==> src/astar_ram.sv <==
// Generic single-port-write, registered-read RAM.
module astar_ram #(
    parameter int WIDTH = 8,
    parameter int DEPTH = 16
) (
    input  logic                     clk,
    input  logic                     we,
    input  logic [$clog2(DEPTH)-1:0] waddr,
    input  logic [WIDTH-1:0]         wdata,
    input  logic [$clog2(DEPTH)-1:0] raddr,
    output logic [WIDTH-1:0]         rdata
);
    logic [WIDTH-1:0] mem [DEPTH];

    always_ff @(posedge clk)
    begin
        if (we)
        begin
            mem[waddr] <= wdata;
        end
        rdata <= mem[raddr];
    end
endmodule

==> config.mk <==
export PLATFORM = sky130hd
export DESIGN_NAME = astar_ram
export DESIGN_NICKNAME = d
export VERILOG_FILES = /design/src/astar_ram.sv
export SDC_FILE = /design/constraint.sdc
export NUM_CORES = 1
export LEC_CHECK = 0
export ABC_AREA = 1
export CORE_MARGIN = 2
export CORE_UTILIZATION = 40
export CTS_CLUSTER_DIAMETER = 60
export DETAILED_ROUTE_END_ITERATION = 12
export DONT_BUFFER_PORTS = 1
export PLACE_DENSITY = 0.57
export SETUP_SLACK_MARGIN = 0.05
export SYNTH_ARGS = -nofsm -noshare
export SYNTH_HDL_FRONTEND = slang
export SYNTH_SLANG_ARGS = --single-unit
==> constraint.sdc <==
create_clock -name clk -period 2.5 [get_ports clk]
set_input_delay 0.125 -clock clk [delete_from_list [all_inputs] [get_ports clk]]
set_output_delay 0.125 -clock clk [all_outputs]
set_load 0.05 [all_outputs]
======== After elaboration in Yosys (flattened, before gate mapping) ========
Memory sizes are Yosys's and may differ from the RTL's. A register that Yosys moved wholly into a read port is not among the register bits.
Cells that the tools add are included.
storage, ports and cells
  flip-flop bits (word level) ............. 0
  memories kept ........................... 1
  output and inout bits ................... 8
  input bits .............................. 18
  RAM bits ................................ 128
cells by class
  multiplexer cells ....................... 2
memory list
  memory  words  bits a word  rd ports  clocked after Yosys merged registers in  write ports  RTL line  RTL
  mem     16     8            1         1                                        1            13        logic [WIDTH-1:0] mem [DEPTH];
operators with widths
  kind     number
  $mux W1  2

======== Longest topological paths before layout ========
  depth in word-level cells ............... 2
  mapped depth ............................ 8
  mapped depth without buffers ............ 7

======== Least setup slack after synthesis ========
Ideal clock, no wire load.
  kind .................................... input-to-reg
  from .................................... in waddr[2]
  to ...................................... mem mem[10][0] (enable)
  library setup time ...................... 0.370 ns
  arrival time ............................ 0.706 ns
  setup slack ............................. 1.424 ns
  stages .................................. 2
  path through ............................ nand3b_1 nor2_1
RTL lines
  item             RTL line  RTL
  start, declared  8         input logic [$clog2(DEPTH)-1:0] waddr,
  end, declared    13
No word-level cell before the write port.

==> summary.txt <==
Post-Syn Area -> 5770 um^2
Initial DRC Count -> 350
CP Capture Type -> flip-flop
Hold Buf Count CTS -> 13
Worst-Margin Slew -> 0.871 ns
die height -> 124 um
Residual DRC -> 0
most instantiated cells after synthesis -> nand2_1 (173), edfxtp_1 (128), inv_1 (100)
antenna-violating nets left -> 0
cell mode on critical path -> nand3_1
DP HPWL -> 7640 um
Max Cap Viol -> 0
fin util -> 0.473
CTS Buf Count -> 17
layout net count -> 579
Crit path required time -> 2.81 ns
Seq cells post-synth -> 136
TritonCTS clock tree -> done
min Tclk post-route -> 1.48 ns
Hold Slack -> 0.0154 ns
final setup fails -> 0
area delta synth->final -> 14.8%
period utilisation layout -> 0.591
most common cell in the synthesized netlist -> nand2_1
post-DR vias/cell -> 4.86
Crit path max-delay family -> buffers and inverters
Max-slew headroom -> 0.417
Rows -> 43
Die Wd -> 124 um
Pre-Repair DR Iteration Count -> 5
fraction of final layout cells sized beyond drive strength 1 -> 0.0575
Yosys top cell by area -> edfxtp_1
via count -> 3664
antenna violations before repair -> 0
setup bufs post-CTS -> 0
first-pass GRT wire length -> 20100 um
Fmax achieved -> 677 MHz
die area -> 15400 um^2
sequential area share after synthesis -> 0.694
RSZ-0062 raised after global routing -> false
total power -> 0.00554 W
GP Congestion -> 0.863
number of global-route vias before repair -> 3514
max-slew violations -> 0
antenna cells -> 0
clock-pin slew on the worst setup and hold paths -> 0.06 ns
number of synthesized flops with an enable pin -> 128
CTS H-tree lvls -> 4
total gr overflow -> 0
Worst Setup Path Type -> reg2reg
Clock Sink Count -> 136
clock buffer depth -> 2
CTS root buf -> clkbuf_16
Pleak -> 2.77 nW
Avg WL per Cell -> 17.4 um
Syn Area/Cell -> 10.5 um^2
Max FO, Critical Path -> 1
slowest CP cell -> dlygate4sd3_1
Synthesis Warnings -> 0
IO Pins -> 26
CP max stage delay -> 0.55 ns
Post-Syn Nets -> 569
Core Box Area -> 14000 um^2
Synth async-reset ratio -> 0
status -> completed
final hold vios -> 0
clock insertion delay at the later pin of the skew report -> 0.42 ns
Area after DPL -> 5850 um^2
largest net degree at the start of global routing -> 66
post-CTS resize count -> 0
synth unique cells -> 12
synth top area cells -> edfxtp_1 (67%), nand2_1 (11%), nand3_1 (8.4%), inv_1 (6.5%), dfxtp_1 (2.8%)
Max IR drop VDD -> 0.408 mV
drt total wl -> 13200 um
Startpoint Class -> flip-flop
Initial Util -> 0.412
Synth top area share -> 0.667
top_reg_cell synth -> edfxtp_1
worst path bufs/invs -> 2
GR Util All Layers -> 0.187
Final TNS setup -> 0 ns
buffers added on ports -> 0
Pwr Density -> 837 nW/um^2
CP Data Arrival Time -> 1.78 ns
Synth Instances -> 551
worst min path class -> in2reg
Cell Chain, Critical Path -> inv_1 > nand2_1 > nand3_1 > nand3_1 > nand3_1 > dlygate4sd3_1 > nand2_1
total of fill cells in the finished design -> 1290
post-route design area -> 6620 um^2
Worst Skew -> 0.00765 ns
layout by cell type, fill, tap and decap left out:
master,instances
nand2_1,173
edfxtp_1,128
inv_1,100
nand3_1,97
nor2_1,17
clkbuf_16,17
dlygate4sd3_1,13
dfxtp_1,8
clkinvlp_4,5
bufinv_16,5
inv_2,2
nand3b_1,2
clkinv_2,2
clkinv_1,2
clkbuf_1,1
buf_4,1
buf_12,1
final timing paths:
kind	startpoint	endpoint	slack [ns]	depth (start not counted)
max	mem[9][4]	rdata[4]	1.02	7
min	raddr[2]	rdata[1]	0.02	3
max reg2reg	mem[9][4]	rdata[4]	1.02	7
min reg2reg	mem[14][7]	rdata[7]	0.68	6
report_power, final:
group	switching, W	internal, W
sequential	0.0000690	0.00255
clock	0.000913	0.00175
combinational	0.000176	0.0000781
total	0.00116	0.00438
worst register-to-register path, cell delays in order (launching register included):
cell and delay [ns]:
edfxtp_1 0.38, inv_1 0.06, nand2_1 0.05, nand3_1 0.07
nand3_1 0.09, nand3_1 0.12, dlygate4sd3_1 0.55, nand2_1 0.05
cell families after synthesis:
kind of cell / Yosys count / synth area share
flops: 136 / 0.694
simple gates: 289 / 0.210
buf+inv: 126 / 0.0952
flip-flops by register name, summed over array words and instances (netlist names):
signal  cells
mem       128
rdata       8
final cells by class:
type | count | area [um^2] | share of cell area
tap | 180 | 225 | 0.0340
clock buffer | 18 | 429 | 0.0649
sequential | 136 | 4000 | 0.605
multi-input combinational | 289 | 1210 | 0.183
timing repair buffer | 15 | 158 | 0.0238
inverter | 102 | 383 | 0.0579
clock inverter | 14 | 205 | 0.0310
through the flow:
stage,instances,setup WS [ns]
4_1_cts,754,1.05
3_3_place_gp,709,1.08
6_report,754,1.02
3_5_place_dp,709,1.07
5_1_grt,754,0.928
2_1_floorplan,551,1.42
routing by layer:
layer	vias to the layer above	share of wire	track usage
met5	-	0	0
met4	0	0.021	0.0751
met3	21	0.070	0.0522
met2	116	0.48	0.295
met1	1735	0.42	0.245
li1	1792	-	-
(Power assumes the default switching activity.)
